<file path="config.mk">
export PLATFORM = sky130hd
export DESIGN_NAME = uvs_front_flat
export DESIGN_NICKNAME = d
export VERILOG_FILES = /design/src/uvs_pkg.sv /design/src/uvs_if.sv /design/src/uvs_front.sv /design/src/flat_wrapper.sv
export SDC_FILE = /design/constraint.sdc
export NUM_CORES = 1
export LEC_CHECK = 0
export ABC_AREA = 1
export BUFFER_PORTS_ARGS = -buffer_cell sky130_fd_sc_hd__clkbuf_2
export CAP_MARGIN = 10
export CELL_PAD_IN_SITES_DETAIL_PLACEMENT = 0
export CELL_PAD_IN_SITES_GLOBAL_PLACEMENT = 2
export CORE_MARGIN = 1.5
export CORE_UTILIZATION = 34
export CTS_BUF_LIST = sky130_fd_sc_hd__clkbuf_8
export CTS_CLUSTER_SIZE = 25
export DETAILED_ROUTE_END_ITERATION = 6
export HOLD_SLACK_MARGIN = 0.08
export PLACE_DENSITY = 0.85
export SLEW_MARGIN = 40
export SYNTH_ARGS = -nofsm -noshare
export SYNTH_HDL_FRONTEND = slang
export SYNTH_SLANG_ARGS = --single-unit
</file>
<file path="constraint.sdc">
create_clock -name clk -period 8.35 [get_ports clk]
set_input_delay 1.67 -clock clk [delete_from_list [all_inputs] [get_ports clk]]
set_output_delay 1.67 -clock clk [all_outputs]
set_load 0.02 [all_outputs]
</file>
<file path="src/uvs_pkg.sv">
`timescale 1ns / 1ps
package uvs_pkg;

  localparam int CfgWidth   = 16;
  localparam int CntWidth   = 9;
  localparam int DvdWidth   = 26;
  localparam int DvsWidth   = 10;
  localparam int PhaseWidth = 16;
  localparam int IdxWidth   = 17;

  typedef enum logic [1:0] {
    CFG_SEGMENTS = 2'd0,
    CFG_RINGS    = 2'd1,
    CFG_RADIUS   = 2'd2
  } cfg_idx_t;

  typedef struct packed {
    logic                range_error;
    logic                has_quad;
    logic [IdxWidth-1:0] c_tl;
    logic [IdxWidth-1:0] c_tr;
    logic [IdxWidth-1:0] c_bl;
    logic [IdxWidth-1:0] c_br;
  } meta_t;

  typedef struct packed {
    logic [DvdWidth-1:0] dvd_t;
    logic [DvsWidth-1:0] dvs_t;
    logic [DvdWidth-1:0] dvd_p;
    logic [DvsWidth-1:0] dvs_p;
    meta_t               meta;
  } work_t;

endpackage

</file>
<file path="src/uvs_if.sv">
`timescale 1ns / 1ps
interface uvs_in_if;
  logic       valid;
  logic       ready;
  logic [8:0] ring;
  logic [7:0] segment;
  modport source(output valid, ring, segment, input ready);
  modport sink(input valid, ring, segment, output ready);
endinterface


</file>
<file path="src/uvs_front.sv">
`timescale 1ns / 1ps
module uvs_front (
  input  logic                          clk,
  input  logic                          rst,
  input  logic [uvs_pkg::CntWidth-1:0]  ns,
  input  logic [uvs_pkg::CntWidth-1:0]  nr,
  uvs_in_if.sink                        in_ch,
  output logic                          push,
  output uvs_pkg::work_t                push_item,
  input  logic                          full
);
  import uvs_pkg::*;

  logic                  fv;
  work_t                 item;
  work_t                 item_next;
  logic                  err;
  logic                  quad;
  logic [18:0]           row_base;
  logic [18:0]           tl;
  logic [18:0]           tr;

  assign in_ch.ready = !fv || !full;
  assign push        = fv && !full;
  assign push_item   = item;

  always_comb begin
    err      = (in_ch.ring > nr) || ({1'b0, in_ch.segment} >= ns);
    quad     = !err && (in_ch.ring < nr);
    row_base = 19'(in_ch.ring * ns);
    tl       = row_base + 19'(in_ch.segment);
    tr       = (({1'b0, in_ch.segment} + 9'd1) < ns) ? tl + 19'd1 : row_base;
    item_next.dvd_t = {in_ch.segment, 17'd0} + DvdWidth'(ns);
    item_next.dvs_t = {ns, 1'b0};
    item_next.dvd_p = {1'b0, in_ch.ring, 16'd0} + DvdWidth'(nr);
    item_next.dvs_p = {nr, 1'b0};
    item_next.meta.range_error = err;
    item_next.meta.has_quad    = quad;
    item_next.meta.c_tl = quad ? tl[IdxWidth-1:0] : '0;
    item_next.meta.c_tr = quad ? tr[IdxWidth-1:0] : '0;
    item_next.meta.c_bl = quad ? IdxWidth'(tl + 19'(ns)) : '0;
    item_next.meta.c_br = quad ? IdxWidth'(tr + 19'(ns)) : '0;
  end

  always_ff @(posedge clk) begin
    if (rst) begin
      fv <= 1'b0;
    end else if (in_ch.ready) begin
      fv <= in_ch.valid;
    end
    if (in_ch.ready && in_ch.valid) begin
      item <= item_next;
    end
  end

  a_err_no_quad: assert property (@(posedge clk) disable iff (rst)
    fv && item.meta.range_error |-> !item.meta.has_quad)
    else $error("error item marked with quad");
  a_no_quad_zero: assert property (@(posedge clk) disable iff (rst)
    fv && !item.meta.has_quad |-> item.meta.c_tl == '0 && item.meta.c_br == '0)
    else $error("corners set without quad");
  a_hold: assert property (@(posedge clk) disable iff (rst)
    fv && full |=> fv && $stable(item))
    else $error("front item lost while queue full");
endmodule

</file>
<file path="src/flat_wrapper.sv">
// flat-port wrapper written by rule: the top's interface ports become plain ports
module uvs_front_flat import uvs_pkg::*;
  (clk, rst, ns, nr, push, push_item, full, in_ch_valid, in_ch_ring, in_ch_segment, in_ch_ready);
  uvs_in_if in_ch_i ();
  input  logic clk;
  input  logic rst;
  input  logic [uvs_pkg::CntWidth-1:0] ns;
  input  logic [uvs_pkg::CntWidth-1:0] nr;
  output logic push;
  output uvs_pkg::work_t push_item;
  input  logic full;
  input wire logic [$bits(in_ch_i.valid)-1:0] in_ch_valid;
  input wire logic [$bits(in_ch_i.ring)-1:0] in_ch_ring;
  input wire logic [$bits(in_ch_i.segment)-1:0] in_ch_segment;
  output wire logic [$bits(in_ch_i.ready)-1:0] in_ch_ready;
  assign in_ch_i.valid = in_ch_valid;
  assign in_ch_i.ring = in_ch_ring;
  assign in_ch_i.segment = in_ch_segment;
  assign in_ch_ready = in_ch_i.ready;
  uvs_front u_core (.clk(clk), .rst(rst), .ns(ns), .nr(nr), .in_ch(in_ch_i), .push(push), .push_item(push_item), .full(full));
endmodule
</file>
==> impl_metrics.toml, run 1 <==
[outcome]
status = "complete, no violations"

[cts]
clock-sinks = 106
cts.clk_slew.worst_paths_ps = 110
clock_path_buffers = 2
cts_resized = 0
cts_hold_buf = 0
postCtsSetupRepairBufs = 0
insertion_delay_ps = 400
htreeDepth = 3
clock_tree.root_cell = "clkbuf_8"
cts_inserted_buffers = 9
cts_tree = "done"

[detailed_routing]
drt_iter0_markers = 375
drc_errors = 0
antenna_left = 0
num_vias = 7529
drt-total-wl_um = 23200
firstDrtPassIters = 5
routedWlPerCell_um = 13.8
via_per_inst = 4.49

[timing]
finalSetupTns_ps = 0
finalCritPeriodShare = 0.905
hold_ws_ps = 540
worst_pin_slew_ps = 712
fmax_mhz = 132
hold_viol = 0
skew_ps = 13.7
finalWorstPathRequiredPeriod_ps = 7560
maxSlewViolCount = 0
setup_violations = 0
max-slew-margin-rel = 0.523
grt_setup_unrepaired = "false"

[die]
num_rows = 61
num_io_pins = 183
dieWidth_um = 171
die_h_um = 171
start_util = 0.345
dieArea_um2 = 29200
core_um2 = 27800

[run]
max-cap-violations = 0

[final_layout]
final_area_um2 = 10900
final_cell_mix = "nand2_1, inv_1, clkbuf_2"
drive_above_1_share = 0.205
instances_no_fill = 1676
n_antenna_cell = 0
final_common_cell = "nand2_1"
nNetsFinal = 1474
syn2layout_area_growth_pct = 13.3

[power]
vdd_ir_drop_max_v = 0.000208
leakage_nw = 5.67
switching_share = 0.552
p_sw_w = 0.00234
seq_power_share = 0.197
power_density_nw_per_um2 = 390
power_frac_clock = 0.073
intPower_w = 0.00189
total_power_w = 0.00423
comb_power_share = 0.730

[worst_setup_path]
worst_path_most_repeated_cell = "nand2_1"
crit_slowest_cell = "fa_1"
worstPathMaxFanout = 13
cpPeakStageDelay_ps = 560
critPathTopFamily = "adder cells"
crit_buf_inv = 5
endpoint_kind = "flip-flop"
worst_ep_arrival_time_ps = 7730
worstSetupStartpointType = "primary input"
required_ps = 8520
critPathKind = "primary input to flip-flop"

[global_route]
grt_pass1_wl_um = 37700
antenna_found_initial = 0
grt_max_degree = 73
grtUsageTotal = 0.167
first_global_vias = 7397
grt-ovfl-total = 0

[placed_design]
gp_congestion = 0.825
post_dp_cell_area_um2 = 10700
dp_hpwl_um = 19200
io_buffers = 163
place_inst = 1660

[synth]
synth-xor-area-share = 0.0210
yosys.area.top_type_share = 0.329
yosys-top-cells-area = "edfxtp_1, ha_1, fa_1"
async_reset_ff_frac = 0
netlist-cell-type-count = 45
yosys.area_share.simple = 0.231
syn_area_um2 = 9590
synth_largest_area_cell = "edfxtp_1"
synthAdderAreaFrac = 0.226
synth_compound_area_frac = 0.0613
synth_edf_count = 105
netlist_instances = 1152
synth_top_family_by_area = "simple AND/OR/NAND/NOR gates"
syn_avg_cell_area_um2 = 8.32
synth.mux.area_fraction = 0
synth_ff_type = "edfxtp_1"
synth_seq_area_share = 0.331
synth-seq-cells = 106
yosys_warnings = 0

[hold_path]
hold_class = "flip-flop to flip-flop"
[through the flow]
stage | util | setup slack, ps
floorplan | - | 941
finish | 0.391 | 790
global placement | 0.384 | 431
detailed placement | 0.384 | 314
global route | 0.391 | 292
CTS | 0.391 | 746
[tightest hold or removal path, cell delays in order, from the launching register on]
cell and delay (ps):
dfxtp_1 360, nand2_1 90, a21oi_1 60
[worst paths after layout]
kind | slack, ps | from | cells past startpoint | to
min reg2reg | 540 | u_core.fv$_SDFFE_PP0N_ | 2 | u_core.fv$_SDFFE_PP0N_
max reg2reg | 6480 | u_core.fv$_SDFFE_PP0N_ | 3 | u_core.push_item[114]$_DFFE_PP_
max | 790 | ns[2] | 35 | u_core.push_item[15]$_SDFFCE_PN0P_
min | 540 | u_core.fv$_SDFFE_PP0N_ | 2 | u_core.fv$_SDFFE_PP0N_
[cells by family (layout without fill, tap and decap cells)]
kind of cell,after synthesis,after routing
AO/OA/AOI/OAI,107,107
other,1,19
buffers and inverters,293,421
XOR/XNOR,23,23
AND/OR/NAND/NOR,480,480
adder cells (fa/ha/maj),142,142
flip-flops,106,106
[synth_stat cells, types with 3 or more instances]
library cell,instances
nor2_4,3
inv_2,13
xnor2_1,6
nand2_1,245
nand2_2,23
ha_1,90
a21oi_1,56
o21ai_1,6
nor2_1,88
nand3b_1,7
nand4_1,10
clkinv_1,3
clkbuf_1,25
xor2_1,17
nor2_2,12
a31oi_1,3
o21ai_0,28
nand2_4,5
nand3_1,60
buf_4,37
edfxtp_1,105
nor3b_1,5
fa_1,52
inv_1,213
o21a_1,3
nor3_1,6
nand3_2,7
[power by group through the flow]
stage               Clock [W]  Combinational, W  Sequential [W]
floorplan                   0           0.00222         0.00102
CTS                  0.000321           0.00313        0.000837
global route         0.000338           0.00351        0.000847
finish               0.000308           0.00309        0.000834
global placement            0           0.00310        0.000847
detailed placement          0           0.00311        0.000850
[registers in the layout (all words and copies together), names as in the netlist]
register and cells:
u_core.fv 1, u_core.push_item 105
[final cells by class]
class	count	area [µm²]
Timing Repair Buffer	176	917
Clock inverter	7	61.3
Inverter	229	860
Clock buffer	9	124
Fill cell	2955	16900
Multi-Input combinational cell	771	5250
Tap cell	378	473
Sequential cell	106	3170
[routing by layer]
metal  share of wire  up-vias  track usage
met2            0.48      127        0.292
met4          0.0096        0       0.0359
met3           0.032       11       0.0229
met1            0.48     3513        0.220
li1                -     3878            -
met5               0        -            0
Note: power is estimated with default switching activity, not from simulation.
==> inputs of run 2 (changes only) <==
--- a/config.mk
+++ b/config.mk
@@ -12,7 +12,7 @@
 export CELL_PAD_IN_SITES_GLOBAL_PLACEMENT = 2
 export CORE_MARGIN = 1.5
 export CORE_UTILIZATION = 34
-export CTS_BUF_LIST = sky130_fd_sc_hd__clkbuf_8
+export CTS_BUF_LIST = sky130_fd_sc_hd__clkbuf_16
 export CTS_CLUSTER_SIZE = 25
 export DETAILED_ROUTE_END_ITERATION = 6
 export HOLD_SLACK_MARGIN = 0.08
==> run 2 against run 1 <==
- flip-flop and latch count stayed put
- first-iteration DRC count is 6.1% higher
- worst setup slack worse by 57 ps
- fmax fell by 0.75%
- worst hold slack got worse by 4.7 ps
- clock skew shrank 4.5 ps
- clock power increased by 33%
- utilization is 0.36 points higher
- sequential share of layout area shrank 0.27 points
- design area grew 0.93%
- largest cell class unchanged
==> impl_metrics.toml, run 2 (synthesis gave the netlist of run 1 again) <==
[outcome]
status = "complete, no violations"

[timing]
finalWorstSetupSlack_ps = 733
setup_violations = 0
finalCritPeriodShare = 0.912
finalSetupTns_ps = 0
grt_setup_unrepaired = "false"
finalWorstPathRequiredPeriod_ps = 7620
maxSlewViolCount = 0
skew_ps = 9.20
worst_pin_slew_ps = 715
hold_viol = 0
fmax_mhz = 131
max-slew-margin-rel = 0.521

[cts]
postCtsSetupRepairBufs = 0
htreeDepth = 3
cts_inserted_buffers = 9
cts_hold_buf = 0
cts_resized = 0
clock-sinks = 106
clock_tree.root_cell = "clkbuf_16"
cts.clk_slew.worst_paths_ps = 70
clock_path_buffers = 2
insertion_delay_ps = 360
cts_tree = "done"

[power]
vdd_ir_drop_max_v = 0.000208
power_density_nw_per_um2 = 395
leakage_nw = 5.72
total_power_w = 0.00433

[worst_setup_path]
worstSetupStartpointType = "primary input"
worstPathMaxFanout = 13
critPathTopFamily = "adder cells"
crit_slowest_cell = "fa_1"
crit_start = "ns[2]"
crit_buf_inv = 5
worst_path_most_repeated_cell = "nand2_1"
worst_ep_arrival_time_ps = 7740
required_ps = 8470
cpPeakStageDelay_ps = 560
endpoint_kind = "flip-flop"
critPathKind = "primary input to flip-flop"
timing.rr.start = "u_core.fv$_SDFFE_PP0N_"

[detailed_routing]
firstDrtPassIters = 5
drt-total-wl_um = 23100
routedWlPerCell_um = 13.8
antenna_left = 0
drt_iter0_markers = 398
drc_errors = 0
num_vias = 7519
via_per_inst = 4.49

[die]
start_util = 0.345
dieArea_um2 = 29200
num_io_pins = 183
die_h_um = 171
dieWidth_um = 171
core_um2 = 27800
num_rows = 61

[hold_path]
hold_class = "flip-flop to flip-flop"
hp-start = "u_core.fv$_SDFFE_PP0N_"

[global_route]
grt_pass1_wl_um = 37800
grtUsageTotal = 0.167
grt_max_degree = 73
antenna_found_initial = 0
first_global_vias = 7402
grt-ovfl-total = 0

[final_layout]
fin_util = 0.395
nNetsFinal = 1474
final_common_cell = "nand2_1"
syn2layout_area_growth_pct = 14.3
drive_above_1_share = 0.205
instances_no_fill = 1676
final_cell_mix = "nand2_1, inv_1, clkbuf_2"
n_antenna_cell = 0
largest_register_ffs = 105

[run]
max-cap-violations = 0

[placed_design]
place_ws_ps = 314
io_buffers = 163
place_inst = 1660
dp_hpwl_um = 19200
gp_congestion = 0.825
[run 2: cell type report]
| cell class | count | area (µm²) |
|---|---|---|
| Timing Repair Buffer | 176 | 917 |
| Fill cell | 2944 | 16800 |
| Tap cell | 378 | 473 |
| Sequential cell | 106 | 3170 |
| Clock inverter | 7 | 61.3 |
| Clock buffer | 9 | 225 |
| Multi-Input combinational cell | 771 | 5250 |
| Inverter | 229 | 860 |
[run 2: metrics by stage]
step,cell area [µm²],hold slack (ps)
4_1_cts,11000,536
6_report,11000,535
3_5_place_dp,10700,526
5_1_grt,11000,574
3_3_place_gp,10700,515
2_1_floorplan,9660,603
[run 2: worst paths after layout]
check | to | slack [ps] | cells after the start
max reg2reg | u_core.push_item[12]$_SDFFCE_PN0P_ | 6500 | 3
min | u_core.fv$_SDFFE_PP0N_ | 540 | 2
max | u_core.push_item[15]$_SDFFCE_PN0P_ | 730 | 35
min reg2reg | u_core.fv$_SDFFE_PP0N_ | 540 | 2
[run 2: where the power goes]
group | switching, W | internal, W
sequential | 0.0000348 | 0.000800
combinational | 0.00210 | 0.000982
clock | 0.000202 | 0.000208
[run 2: metal layers]
layer  global-route usage  vias to the layer above  share of wire
met4               0.0359                        0         0.0097
met5                    0                        -              0
li1                     -                     3883              -
met3               0.0222                       11          0.033
met2                0.292                      123           0.48
met1                0.220                     3502           0.48
[run 2: worst reg2reg max path, delay by kind of cell, from the launching register on]
family / cells / cell delay, ps
buffers and inverters: 2 / 970
DFF: 1 / 350
AOI/OAI and AO/OA: 1 / 110
