File: config.mk
export PLATFORM = sky130hd
export DESIGN_NAME = uvs_fifo
export DESIGN_NICKNAME = d
export VERILOG_FILES = /design/src/uvs_pkg.sv /design/src/uvs_fifo.sv
export SDC_FILE = /design/constraint.sdc
export NUM_CORES = 1
export LEC_CHECK = 0
export ABC_AREA = 1
export BUFFER_PORTS_ARGS = -buffer_cell sky130_fd_sc_hd__clkbuf_2
export CAP_MARGIN = 10
export CORE_UTILIZATION = 30
export CTS_BUF_LIST = sky130_fd_sc_hd__clkbuf_8
export DETAILED_ROUTE_END_ITERATION = 10
export PLACE_DENSITY = 0.54
export SKIP_CTS_REPAIR_TIMING = 1
export SLEW_MARGIN = 20
export SYNTH_ARGS = -nofsm -noshare
export SYNTH_HDL_FRONTEND = slang
export SYNTH_SLANG_ARGS = --single-unit
File: constraint.sdc
create_clock -name clk -period 8.7 [get_ports clk]
set_clock_uncertainty 0.1 [all_clocks]
set_input_delay 0.435 -clock clk [delete_from_list [all_inputs] [get_ports clk]]
set_output_delay 0.435 -clock clk [all_outputs]
set_load 0.1 [all_outputs]
File: src/uvs_pkg.sv
`timescale 1ns / 1ps
package uvs_pkg;

  localparam int CfgWidth   = 16;
  localparam int CntWidth   = 9;
  localparam int DvdWidth   = 26;
  localparam int DvsWidth   = 10;
  localparam int PhaseWidth = 16;
  localparam int IdxWidth   = 17;

  typedef enum logic [1:0] {
    CFG_SEGMENTS = 2'd0,
    CFG_RINGS    = 2'd1,
    CFG_RADIUS   = 2'd2
  } cfg_idx_t;

  typedef struct packed {
    logic                range_error;
    logic                has_quad;
    logic [IdxWidth-1:0] c_tl;
    logic [IdxWidth-1:0] c_tr;
    logic [IdxWidth-1:0] c_bl;
    logic [IdxWidth-1:0] c_br;
  } meta_t;

  typedef struct packed {
    logic [DvdWidth-1:0] dvd_t;
    logic [DvsWidth-1:0] dvs_t;
    logic [DvdWidth-1:0] dvd_p;
    logic [DvsWidth-1:0] dvs_p;
    meta_t               meta;
  } work_t;

endpackage

File: src/uvs_fifo.sv
`timescale 1ns / 1ps
module uvs_fifo (
  input  logic           clk,
  input  logic           rst,
  input  logic           push,
  input  uvs_pkg::work_t push_item,
  output logic           full,
  output logic           pop_valid,
  output uvs_pkg::work_t pop_item,
  input  logic           pop
);
  import uvs_pkg::*;

  work_t       mem [0:1];
  logic        wr_ptr;
  logic        rd_ptr;
  logic [1:0]  count;
  logic        do_pop;

  assign full      = (count == 2'd2);
  assign pop_valid = (count != 2'd0);
  assign pop_item  = mem[rd_ptr];
  assign do_pop    = pop && pop_valid;

  always_ff @(posedge clk) begin
    if (rst) begin
      wr_ptr <= 1'b0;
      rd_ptr <= 1'b0;
      count  <= 2'd0;
    end else begin
      if (push) wr_ptr <= !wr_ptr;
      if (do_pop) rd_ptr <= !rd_ptr;
      count <= count + 2'(push) - 2'(do_pop);
    end
    if (push) begin
      mem[wr_ptr] <= push_item;
    end
  end

  a_no_overflow: assert property (@(posedge clk) disable iff (rst)
    push |-> !full)
    else $error("push into full queue");
  a_count: assert property (@(posedge clk) disable iff (rst)
    count != 2'd3)
    else $error("queue count out of range");
  a_ptrs: assert property (@(posedge clk) disable iff (rst)
    (count == 2'd1) |-> (wr_ptr != rd_ptr))
    else $error("queue pointers disagree with count");
endmodule

==> flow_results.org, run 1 <==
** Floorplan
- The floorplan step defined a die boundary enclosing about 37000 um^2.
- The floorplan step set the die width to roughly 190 um.
- Core ar. :: ~35000 um^2
- Die span in y :: approximately 190 um
- The initial utilization of the core area, before any placement, comes to 30.5%.
- In this run the count of I/O pins placed on the die edge is 290.
- Standard-cell rows :: 69

** Finish
- Area growth syn-to-layout :: 39.7%
- Total of fill cells in the finished design :: approximately 3300
- Ratio of cells with drive above 1 in the final layout :: approximately 50%
- Nets@finish :: around 1100
- For this run, the share of the core covered by cells in the final layout is a little over two fifths.

** Global routing
- GR Overflow Total :: 0
- The via count of the first global-routing pass is about 5700.
- Number of antenna violations at the first check in global routing :: 2
- For this run, the total global-route usage over all layers was measured as 11.6%.
- First-pass GRT wire length :: roughly 32000 um
- Largest net degree at the start of global routing :: ~110

** Clock tree
- The H-tree was split into 2 levels.
- # clock sinks :: ~290
- Clock tree root buffer cell :: sky130_fd_sc_hd__clkbuf_8
- Clock tree from TritonCTS :: built
- At the later pin of the worst-skew pair, clock insertion delay measures about 0.58 ns.
- No sink is reached through more buffers than the 3 on the longest clock path.
- Clock tree synthesis inserted a total of 49 buffers.
- Clock edge transition at the registers on the reported setup and hold paths :: approximately 0.06 ns

** Worst setup path
- Worst stage delay on the critical path :: 0.82 ns
- Kind of critical path :: reg -> out
- Data required, critical path :: 8.17 ns
- The worst setup path is captured at an output pin.
- Nature of the critical path startpoint :: flop
- Cells along the critical path :: buf_4 > mux2_2 > clkbuf_2
- Highest fanout seen on the critical path :: 54
- Top Family by Delay on Critical Path :: buffers and inverters
- CP bufs+invs :: 2
- Worst EP arrival :: approximately 2.9 ns
- Library cell contributing the largest single delay on the critical path :: sky130_fd_sc_hd__buf_4

** Logic synthesis
- Yosys mapped the design onto 13 distinct sky130hd cell types.
- Each instance of the synthesized netlist takes up on average around 23 um^2.
- By count the netlist is led by sky130_fd_sc_hd__edfxtp_1 (284), sky130_fd_sc_hd__mux2_4 (80), sky130_fd_sc_hd__mux2_2 (62), sky130_fd_sc_hd__buf_6 (10), sky130_fd_sc_hd__nor2_1 (10).
- In this run the biggest area consumer among cell types represents between 70% and 80% of the synthesized area.
- Counting flops with a built-in enable in the synthesized netlist gives about 280.
- Cell area after technology mapping :: 10800 um^2
- After synthesis, flip-flops and latches occupy 79.8% of the total area.
- Yosys instantiated no cell more often than sky130_fd_sc_hd__edfxtp_1.
- Of all flip-flops after synthesis, the portion carrying an async set or reset was 0%.
- Most used flip-flop cell after synthesis :: sky130_fd_sc_hd__edfxtp_1
- In this run, synthesis produced a sequential element count of 289.
- Main area contributors after synthesis :: sky130_fd_sc_hd__edfxtp_1 (79%), sky130_fd_sc_hd__mux2_4 (11%), sky130_fd_sc_hd__mux2_2 (6.5%)
- Synth Warn # :: 0
- Counting every net in the synthesized netlist gives between 600 and 700.
- Summed over all instances, the cell type with the most area after synthesis is sky130_fd_sc_hd__edfxtp_1.
- Synthesis produced a netlist whose cell count is 478.

** Place
- Estimated wirelength of the detail-placed design :: between 10000 and 15000 um
- The congestion estimate from routability-driven global placement came to between 0.7 and 0.8.
- Number of I/O port buffers :: approximately 290

** Timing
- FMAX :: just under 0.3 GHz
- Setup repair after global routing missed its margin :: false
- Pin slew with the least headroom to its limit :: approximately 0.99 ns
- The final critical path takes up around two fifths of the cycle.
- The final-report max-slew violation count is 0.
- Fin. Hold Viols :: 0
- Final TNS setup :: 0 ns
- Measured against its own limit, the worst slew margin works out to approximately 34%.
- Counting I/O delays and the setup requirement, the final critical path takes 3.39 ns.
- Setup violations remaining at the end of the flow were counted as 0.

** Route
- For this block, the initial DRC count from the detailed router was 220.
- Using the TritonRoute via totals, the vias-per-cell ratio works out to approximately 4.
- In the routed design, unresolved DRC markers number 0.
- Via count of the routed design :: slightly below 6000
- The pre-antenna-repair detailed-routing pass consisted of 4 iterations.
- Final wirelength :: 22500 um
- Avg WL per Cell :: 15.5 um
- In this run the remaining antenna-violating nets after routing total 0.

** Run
- Across the run, the number of max-cap violations was 0.

** Pwr
- IR analysis of the VDD net gives a maximum drop of 0.181 mV.
- Leakage power :: 0.00597 uW
- Cell Pwr Density :: 293 nW/um^2

** Hold path
- The path class of the tightest hold or removal check is in -> reg.

** Run status
- Result of the run :: finished clean
==> flip-flops by register name (all words and copies together) (netlist names), named ones only <==
signal  count
mem       284
count       2
rd_ptr      1
wr_ptr      1
==> cell type report <==
class / instances / area [um^2] / share of cell area, %
Sequential cell: 289 / 8630 / 57.2
Timing Repair Buffer: 437 / 2950 / 19.5
Multi-Input combinational cell: 164 / 2010 / 13.3
Clock buffer: 51 / 702 / 4.65
Tap cell: 461 / 577 / 3.82
Clock inverter: 38 / 181 / 1.20
Inverter: 9 / 38.8 / 0.257
Antenna cell: 2 / 5.00 / 0.0332
==> worst reg2reg max path, delay by kind of cell, from the launching register on <==
kind                   cells  cell delay (ns)
flip-flops                 1             0.39
AND/OR/NAND/NOR            1             0.13
buffers and inverters      2             1.48
==> logic make-up after synthesis <==
logic type                 after synthesis  synth area share (%)
adders and majority gates                2                 0.231
muxes                                  142                  17.6
DFF                                    289                  79.8
buffers and inverters                   25                  1.63
AOI/OAI and AO/OA                        1                0.0463
and+or+nand+nor                         19                 0.695
==> power breakdown <==
part,switching [uW],internal (uW)
registers,33.9,1620
clock network,515,570
logic,1300,378
total,1850,2570
==> placed cells by master, fill, tap and decap left out <==
master	instances
sky130_fd_sc_hd__a21oi_1	1
sky130_fd_sc_hd__buf_12	1
sky130_fd_sc_hd__buf_16	1
sky130_fd_sc_hd__buf_4	3
sky130_fd_sc_hd__bufinv_16	1
sky130_fd_sc_hd__clkbuf_2	289
sky130_fd_sc_hd__clkbuf_8	51
sky130_fd_sc_hd__clkinv_1	12
sky130_fd_sc_hd__clkinv_2	3
sky130_fd_sc_hd__clkinv_4	1
sky130_fd_sc_hd__clkinvlp_4	1
sky130_fd_sc_hd__dfxtp_1	4
sky130_fd_sc_hd__dfxtp_4	1
sky130_fd_sc_hd__diode_2	2
sky130_fd_sc_hd__dlygate4sd3_1	143
sky130_fd_sc_hd__edfxtp_1	284
sky130_fd_sc_hd__ha_1	2
sky130_fd_sc_hd__inv_1	28
sky130_fd_sc_hd__inv_6	1
sky130_fd_sc_hd__mux2_2	62
sky130_fd_sc_hd__mux2_4	80
sky130_fd_sc_hd__nand2_1	6
sky130_fd_sc_hd__nand3_1	2
sky130_fd_sc_hd__nor2_1	9
sky130_fd_sc_hd__nor2_4	1
sky130_fd_sc_hd__nor3_1	1
==> layer usage <==
metal / vias to the layer above / track usage, % / share of wire, %
li1: 2838 / - / -
met4: 0 / 5.89 / 2.6
met1: 2860 / 13.3 / 40
met2: 209 / 18.8 / 50
met3: 47 / 4.39 / 7.5
met5: - / 0 / 0
==> final timing paths <==
kind / cells past startpoint / endpoint / slack, ns / start
worst max-delay path: 3 / pop_item[5] / 5.31 / flop
worst min-delay path: 3 / wr_ptr$_SDFFE_PP0P_ / 0.05 / push
worst max register to register: 3 / mem[1][133]$_DFFE_PP_ / 6.16 / wr_ptr$_SDFFE_PP0P_
worst min register to register: 2 / rd_ptr$_SDFFE_PP0P_ / 0.41 / rd_ptr$_SDFFE_PP0P_
==> through the flow <==
step / area [um^2] / power [uW] / hold WS (ns) / setup slack [ns] / std cells
2_1_floorplan: 10800 / 3110 / 0.367 / 1.54 / 478
3_3_place_gp: 12700 / 3310 / 0.390 / 5.82 / 1216
3_5_place_dp: 12700 / 3320 / 0.398 / 5.76 / 1216
4_1_cts: 13600 / 4430 / -0.136 / 5.09 / 1305
5_1_grt: 15100 / 4600 / 0.00296 / 5.12 / 1451
6_report: 15100 / 4420 / 0.0458 / 5.31 / 1451
No activity file was read; power rests on OpenSTA's default activity.
==> inputs of run 2 (changes only) <==
--- a/config.mk
+++ b/config.mk
@@ -5,13 +5,13 @@
 export SDC_FILE = /design/constraint.sdc
 export NUM_CORES = 1
 export LEC_CHECK = 0
-export ABC_AREA = 1
+export ABC_AREA = 0
 export BUFFER_PORTS_ARGS = -buffer_cell sky130_fd_sc_hd__clkbuf_2
 export CAP_MARGIN = 10
 export CORE_UTILIZATION = 30
 export CTS_BUF_LIST = sky130_fd_sc_hd__clkbuf_8
 export DETAILED_ROUTE_END_ITERATION = 10
-export PLACE_DENSITY = 0.54
+export PLACE_DENSITY = 0.56
 export SKIP_CTS_REPAIR_TIMING = 1
 export SLEW_MARGIN = 20
 export SYNTH_ARGS = -nofsm -noshare
==> constraint.sdc (replaced) <==
create_clock -name clk -period 2.9 [get_ports clk]
set_clock_uncertainty 0.1 [all_clocks]
set_input_delay 0.145 -clock clk [delete_from_list [all_inputs] [get_ports clk]]
set_output_delay 0.145 -clock clk [all_outputs]
set_load 0.1 [all_outputs]
==> flow_results.org, run 2 <==
** Run status
- The run finished with clean final reports.

** Logic synthesis
- The count of flip-flops with a built-in enable after synthesis came to 284 (unchanged).
- Dominant cell by count in the synthesized netlist :: sky130_fd_sc_hd__edfxtp_1
- Share of flip-flops with an asynchronous set or reset :: 0% (unchanged)
- Post-synthesis cell count :: 465 (-2.7%)
- The flop and latch count out of synthesis was 289 (unchanged).
- Main area contributors after synthesis :: sky130_fd_sc_hd__edfxtp_1 (79%), sky130_fd_sc_hd__mux2_4 (11%), sky130_fd_sc_hd__mux2_2 (6.7%)
- The share of the synthesized area in the top cell type came to 78.9% (about the same).
- The largest total area in the synthesized netlist belongs to sky130_fd_sc_hd__edfxtp_1.
- The post-synthesis area per instance came to 23.3 um^2 (+2.8%).
- The total number of yosys warnings came to 0 (unchanged).
- The cell area after synthesis was 10800 um^2 (about the same).
- Ranking of synthesized cells by instance count :: sky130_fd_sc_hd__edfxtp_1 (284), sky130_fd_sc_hd__mux2_4 (80), sky130_fd_sc_hd__mux2_2 (64), sky130_fd_sc_hd__buf_6 (10), sky130_fd_sc_hd__buf_2 (6)
- The count of unique library cells instantiated by Yosys is 15 (+2).
- In the synthesized netlist the dominant register cell turns out to be sky130_fd_sc_hd__edfxtp_1.
- The part of the Yosys area used for sequential elements came to 79.8% (about the same).
- Synthesized netlist net count :: 613 (-2.1%)

** Worst setup path
- Nature of the critical path startpoint :: flop
- Kind of critical path :: reg -> out
- In this run the worst setup path terminates at pop_item[54].
- Data required, critical path :: 2.65 ns (-5.52 ns)
- Worst reg2reg endpoint :: mem[1][23]$_DFFE_PP_
- The top fanout value on the critical path was 17 (-69%).
- R2R depth :: 2 (-1)
- The setup slack of the most critical reg-to-reg path came to 1.19 ns (-4.97 ns).
- R2R Path Start :: wr_ptr$_SDFFE_PP0P_
- Kind of end point of the critical path :: output pin
- Worst EP arrival :: 2.21 ns (-0.64 ns)

** Floorplan
- Die span in y :: 192 um (about the same)
- DIE AREA :: 36800 um^2 (about the same)
- The number of top-level pins was 290 (unchanged).
- The floorplan core area was 35500 um^2 (unchanged).
- Width of the chip :: 192 um (about the same)
- Initial cell density of the core :: 30.5% (about the same)
- Standard-cell rows :: 69 (unchanged)

** Timing
- For the finished layout, the period the worst path requires is 2.45 ns.
- The transition time of the tightest slew-check pin came to 0.602 ns (-0.389 ns).
- Total of endpoints with negative setup slack in the final report :: 0 (unchanged)
- The final hold violation count was 0 (unchanged).
- Setup repair after global routing left no endpoint under its margin.
- Timing would allow up to a little over 0.4 GHz.
- Final period utilization :: ~85%
- Final TNS setup :: 0 ns (unchanged)
- Normalized max-slew margin :: 59.9% (+26 points)
- Max-slew violations :: 0 (unchanged)

** Route
- The vias after detailed routing came to 5999 (+0.76%).
- The DRC violation total after the first TritonRoute iteration was 216 (-1.8%).
- First-pass detailed-route iteration total :: 4 (unchanged)
- Routed Antenna Nets :: 0 (unchanged)
- Post-route DRC :: 0 (unchanged)
- Avg WL per Cell :: 15.9 um (+2.6%)
- Number of vias per cell :: 4.15 (+1.0%)
- The overall routed net length was 23100 um (+2.3%).

** Finish
- Area of the multi-input gates :: 2040 um^2 (+1.6%)
- The area growth from synthesis to layout is 41.3%.
- The combined flip-flop and latch cell area was 8630 um^2 (about the same).
- Top register by number of flip-flops :: mem
- The largest registers in the layout are mem: 284 flops, count: 2 flops.
- The cell area after layout is 15300 um^2 (+1.2%).
- The number of nets in the finished design was 1100 (+0.18%).
- Final core utilization :: 43.0% (+0.50 points)
- Commonest cells after routing, fill and taps aside :: sky130_fd_sc_hd__clkbuf_2 (289), sky130_fd_sc_hd__edfxtp_1 (284), sky130_fd_sc_hd__dlygate4sd3_1 (146)
- The number of flip-flops in the largest register was 284 (unchanged).
- Ratio of cells with drive above 1 in the final layout :: 52.5% (+2.3 points)
- Total of fill cells in the finished design :: 3167 (-2.7%)
- The library cell used most frequently in the layout, excluding fill and tap cells, is sky130_fd_sc_hd__clkbuf_2.

** Clock tree
- Clock tree from TritonCTS :: built
- Clk_lat worst skew :: 0.59 ns (about the same)
- Maximum buffer depth of the clock tree :: 3 (unchanged)
- Num CTS Buffers :: 49 (unchanged)
- The number of clock sinks seen by CTS came to 289 (unchanged).
- Clock tree root buffer cell :: sky130_fd_sc_hd__clkbuf_8
- Clock edge transition at the registers on the reported setup and hold paths :: 0.06 ns (about the same)
- H-tree depth :: 2 (unchanged)

** Run
- The max-cap check violation count was 0 (unchanged).

** Pwr
- Clock power share :: 24.2% (-0.4 points)
- The maximum ir drop on the vdd rail is 0.597 mV (+230%).
- Reported net switching power :: 5850 uW (+220%)
- Proportion of power drawn by flip-flops and latches :: 36.2% (-1.2 points)
- Total internal power :: 7920 uW (+210%)
- Switching share of total power :: 42.5% (+0.60 points)
- The combinational cell fraction of total power came to 39.6% (+1.6 points).
- The ratio of total power to cell area was 902 nW/um^2 (+210%).
- The static leakage came to 0.00601 uW (+0.68%).

** Global routing
- The number of antenna violations at the first check in global routing came to 1 (-1).
- Largest net degree at the start of global routing :: 78 (-32%)
- The all-layer global routing usage was 11.7% (+0.13 points).
- GR Overflow Total :: 0 (unchanged)
- Number of global-route vias before repair :: 5671 (-0.11%)
- The global-route wire length before repair is 32100 um (+1.4%).

** Place
- The total of buffers placed on input and output ports was 289 (unchanged).
- The final RePlAce weighted congestion is 0.684 (-8.0%).
- The placed standard-cell area was 12900 um^2 (+1.5%).
- The post-DP HPWL was 14600 um (+4.4%).

** Hold path
- Worst min-delay path class :: in -> reg
[run 2: cell count changes in the layout (fill, tap and decap cells not counted), sizes merged, moves of 2 or more]
| cell | previous run | this run |
|---|---|---|
| buf | 5 | 17 |
| nor2 | 10 | 3 |
| clkbuf | 340 | 338 |
| mux2 | 142 | 144 |
| inv | 29 | 13 |
| clkinv | 16 | 20 |
| nor2b | 0 | 4 |
| nand3 | 2 | 0 |
| dlygate4sd3 | 143 | 146 |
| nand2 | 6 | 0 |
[run 2: metrics by stage]
stage	power (uW)	setup WS, ns	instances	hold slack (ns)
6_report	13800	0.448	1447	0.181
5_1_grt	14300	0.314	1446	0.140
4_1_cts	13800	0.337	1299	-0.425
3_5_place_dp	10400	1.00	1216	0.238
3_3_place_gp	10400	1.04	1216	0.234
2_1_floorplan	9640	-0.0518	465	0.110
[run 2: kinds of logic (layout without fill, tap and decap cells)]
family          after synthesis  in the layout  synth area share, %
buf+inv                      18            537                 1.39
simple gates                  9              9                0.451
fa+ha+maj                     2              2                0.231
mux                         144            144                 17.8
flops                       289            289                 79.8
compound gates                1              1               0.0695
other cells                   0              2                    0
xor+xnor                      2              2                0.289
[run 2: cell type report]
| cell class | instances | share of cell area [%] |
|---|---|---|
| diodes | 2 | 0.0328 |
| clock buffers | 49 | 4.42 |
| clock inverters | 34 | 1.29 |
| inverters | 2 | 0.0492 |
| multi-input cells | 158 | 13.4 |
| flip-flops and latches | 289 | 56.5 |
| well taps | 461 | 3.78 |
| repair buffers | 452 | 20.5 |
[run 2: power groups by stage]
stage	Combinational, uW	Clock, uW	Sequential [uW]
finish	5450	3330	4980
floorplan	4600	0	5050
CTS	5340	3480	4990
detailed placement	5330	0	5070
global route	5650	3640	5010
global placement	5310	0	5060
[run 2: critical path: stages, from the launching register on]
cell and delay [ns]:
sky130_fd_sc_hd__dfxtp_4 0.45, sky130_fd_sc_hd__buf_12 0.20, sky130_fd_sc_hd__buf_4 0.23, sky130_fd_sc_hd__mux2_2 0.36
sky130_fd_sc_hd__clkbuf_2 0.37
[run 2: per-layer routing]
metal	share of wire (%)	routed length [um]	GRT usage [%]	up-vias
met3	7.4	1710	4.51	50
met5	0	0	0	-
met4	2.7	613	5.43	0
li1	-	-	-	2825
met1	41	9450	13.8	2908
met2	49	11300	18.8	216
[run 2: how the worst min path moves through the flow]
stage | start | end | slack [ns] | cells past startpoint
final | push_item[30] | mem[1][30]$_DFFE_PP_ | 0.18 | 2
after global routing | push_item[57] | mem[0][57]$_DFFE_PP_ | 0.14 | 2
after CTS | push_item[89] | mem[1][89]$_DFFE_PP_ | -0.43 | 1
after detailed placement | push_item[85] | mem[1][85]$_DFFE_PP_ | 0.24 | 1
after global placement | push_item[59] | mem[1][59]$_DFFE_PP_ | 0.23 | 1
after floorplan | rst | wr_ptr$_SDFFE_PP0P_ | 0.11 | 1
==> inputs of run 3 (changes only) <==
--- a/config.mk
+++ b/config.mk
@@ -5,13 +5,13 @@
 export SDC_FILE = /design/constraint.sdc
 export NUM_CORES = 1
 export LEC_CHECK = 0
-export ABC_AREA = 0
+export ABC_AREA = 1
 export BUFFER_PORTS_ARGS = -buffer_cell sky130_fd_sc_hd__clkbuf_2
 export CAP_MARGIN = 10
 export CORE_UTILIZATION = 30
 export CTS_BUF_LIST = sky130_fd_sc_hd__clkbuf_8
 export DETAILED_ROUTE_END_ITERATION = 10
-export PLACE_DENSITY = 0.56
+export PLACE_DENSITY = 0.54
 export SKIP_CTS_REPAIR_TIMING = 1
 export SLEW_MARGIN = 20
 export SYNTH_ARGS = -nofsm -noshare
==> constraint.sdc (replaced) <==
create_clock -name clk -period 2.5 [get_ports clk]
set_clock_uncertainty 0.1 [all_clocks]
set_input_delay 0.125 -clock clk [delete_from_list [all_inputs] [get_ports clk]]
set_output_delay 0.125 -clock clk [all_outputs]
set_load 0.1 [all_outputs]
==> flow_results.org, run 3 (same netlist as run 1, synthesis figures left out) <==
** Timing
- Total of endpoints with negative setup slack in the final report :: 0 (unchanged)
- Max-slew violations :: 0 (unchanged)
- Crit path time final :: roughly 2.4 ns
- FMAX :: 0.414 GHz
- The worst path uses 96.6% of the clock period.
- The transition time of the tightest slew-check pin is 0.576 ns (-0.0259 ns).
- Fin. Hold Viols :: 0 (unchanged)
- The normalized max-slew margin was 61.8% (+1.9 points).

** Global routing
- Global routing usage summed across all routing layers :: 11.4% (-0.36 points)
- The number of antenna violations at the first check in global routing came to 1 (unchanged).
- The final global-route overflow total is 0 (unchanged).
- Largest net degree at the start of global routing :: 77 (-1.3%)
- The via count of the first global-routing pass was 5698 (+0.48%).
- The global-route wire length before repair came to 31200 um (-2.9%).

** Pwr
- Maximum vdd ir drop :: 0.669 mV (+12%)
- The power after layout was 15200 uW (+10%).
- The static leakage is 0.00597 uW (-0.74%).
- The ratio of total power to cell area is 1000 nW/um^2 (+11%).

** Route
- The vias after detailed routing came to 6012 (+0.22%).
- The DRC violation total after the first TritonRoute iteration came to 223 (+3.2%).
- First-pass detailed-route iteration total :: 4 (unchanged)
- The average wire per standard cell was 15.5 um (-2.7%).
- Final wirelength :: 22400 um (-2.7%)
- The number of DRC violations after detailed routing came to 0 (unchanged).
- Routed Antenna Nets :: 0 (unchanged)
- Number of vias per cell :: 4.15 (+0.22%)

** Finish
- Area growth syn-to-layout :: 40.1%
- The share of post-route cells with drive strength above 1 came to 50.7% (-1.8 points).
- In the layout the commonest cells are sky130_fd_sc_hd__edfxtp_1 (284), sky130_fd_sc_hd__clkbuf_2 (283), sky130_fd_sc_hd__dlygate4sd3_1 (146).
- Max reg flops :: 284 (unchanged)
- In the final layout, the registers with the most flip-flops are mem: 284 flops, count: 2 flops.
- The number of nets in the finished design was 1105 (+0.45%).
- The number of fill cells is 3206 (+1.2%).
- Final cell count without fillers :: 1447 (unchanged)
- The library cell used most frequently in the layout, excluding fill and tap cells, is sky130_fd_sc_hd__edfxtp_1.
- The number of diodes came to 0 (-2).
- More flip-flops sit in one register than any other, and that register is mem.

** Worst setup path
- The critical path is of the reg -> out type.
- Kind of end point of the critical path :: output pin
- Highest fanout seen on the critical path :: 71 (+54)
- Library cell contributing the largest single delay on the critical path :: sky130_fd_sc_hd__mux2_2
- The critical path data required time was 2.28 ns (-0.37 ns).
- Worst stage delay on the critical path :: 0.40 ns (-0.05 ns)
- Top Family by Delay on Critical Path :: buffers and inverters
- Worst EP arrival :: 2.19 ns (-0.02 ns)
- The worst setup path is launched from a flop.
- The buffer and inverter count on the worst path was 2 (-1).
- The critical path goes through buf_16 > mux2_2 > clkbuf_2.

** Place
- The total of buffers placed on input and output ports is 289 (unchanged).
- Estimated wirelength of the detail-placed design :: 14200 um (-2.6%)
- The final RePlAce weighted congestion is 0.698 (+2.0%).
- The placed instance count is 1223 (+0.58%).

** Clock tree
- Num CTS Buffers :: 47 (-4.1%)
- Clock edge transition at the registers on the reported setup and hold paths :: 0.06 ns (about the same)
- The number of buffers on the longest clock path came to 3 (unchanged).
- Clock tree from TritonCTS :: built
- H-tree depth :: 2 (unchanged)
- The number of clock sinks seen by CTS came to 289 (unchanged).
- Clock tree root buffer cell :: sky130_fd_sc_hd__clkbuf_8
- The clock latency reported for the late side of the worst-skew pair came to 0.57 ns (-0.02 ns).

** Floorplan
- The floorplan core area is 35500 um^2 (unchanged).
- Width of the chip :: 192 um (about the same)
- Standard-cell rows :: 69 (unchanged)
- Top-level port count :: 290 (unchanged)
- The area enclosed by the die boundary came to 36800 um^2 (about the same).
- The y dimension of the die is 192 um (about the same).
- Initial cell density of the core :: 30.5% (about the same)

** Run
- Max capacitance violation total :: 0 (unchanged)

** Run status
- The flow ran to the end, and the final reports show no timing, DRC or antenna violations.

** Hold path
- Worst min-delay path class :: in -> reg
-- run 3: cell count changes in the layout (fill, tap and decap cells not counted), sizes merged, moves of 4 or more --
cell | previous run | this run
nand2 | 0 | 6
nor2 | 3 | 10
clkbuf | 338 | 332
nor2b | 4 | 0
inv | 13 | 22
clkinv | 20 | 15
-- run 3: report_power, final --
group	switching, uW	internal [uW]
clock	1730	1790
sequential	78.6	5640
combinational	4590	1380
total	6400	8800
-- run 3: path summary, 6_finish.rpt --
check	startpoint	end	slack, ns	cells after the start
setup / recovery	flop	pop_item[37]	0.09	3
hold reg to reg	rd_ptr$_SDFFE_PP0P_	rd_ptr$_SDFFE_PP0P_	0.41	2
setup reg to reg	wr_ptr$_SDFFE_PP0P_	wr_ptr$_SDFFE_PP0P_	0.77	5
hold / removal	push_item[38]	mem[0][38]$_DFFE_PP_	0.18	2
-- run 3: area by class of cell --
type,count,area (um^2),share of cell area [%]
timing repair buffer,446,3100,20.5
clock inverter,29,114,0.752
tap,461,577,3.81
sequential,289,8630,57.0
multi-input combinational,164,2010,13.3
inverter,9,37.5,0.248
clock buffer,49,674,4.45
-- run 3: per-layer routing --
layer  global-route usage (%)  wire [um]  part of all wire (%)
met4                     4.46        424                   1.9
met1                     12.9       9220                    41
met2                     18.5      10900                    49
met5                        0          0                     0
met3                     5.28       1860                   8.3
-- run 3: worst register-to-register path: stages (launching register included) --
cell and delay [ns]:
sky130_fd_sc_hd__dfxtp_2 0.37, sky130_fd_sc_hd__nand2_2 0.08, sky130_fd_sc_hd__clkinvlp_4 0.12, sky130_fd_sc_hd__buf_4 0.32
sky130_fd_sc_hd__nor3_1 0.07, sky130_fd_sc_hd__dlygate4sd3_1 0.55
-- run 3: stage by stage --
stage / hold WS, ns / worst slack [ns] / setup TNS (ns) / area [um^2] / utilization (%)
after global placement: 0.214 / 0.680 / 0 / 12900 / 36.3
after floorplan: 0.0962 / -0.498 / -132.11 / 10800 / -
after global routing: 0.122 / -0.0134 / -0.0194 / 15100 / 42.7
final: 0.179 / 0.0854 / 0 / 15100 / 42.7
after detailed placement: 0.218 / 0.673 / 0 / 12900 / 36.3
after CTS: -0.441 / -0.0119 / -0.0229 / 13700 / 38.6
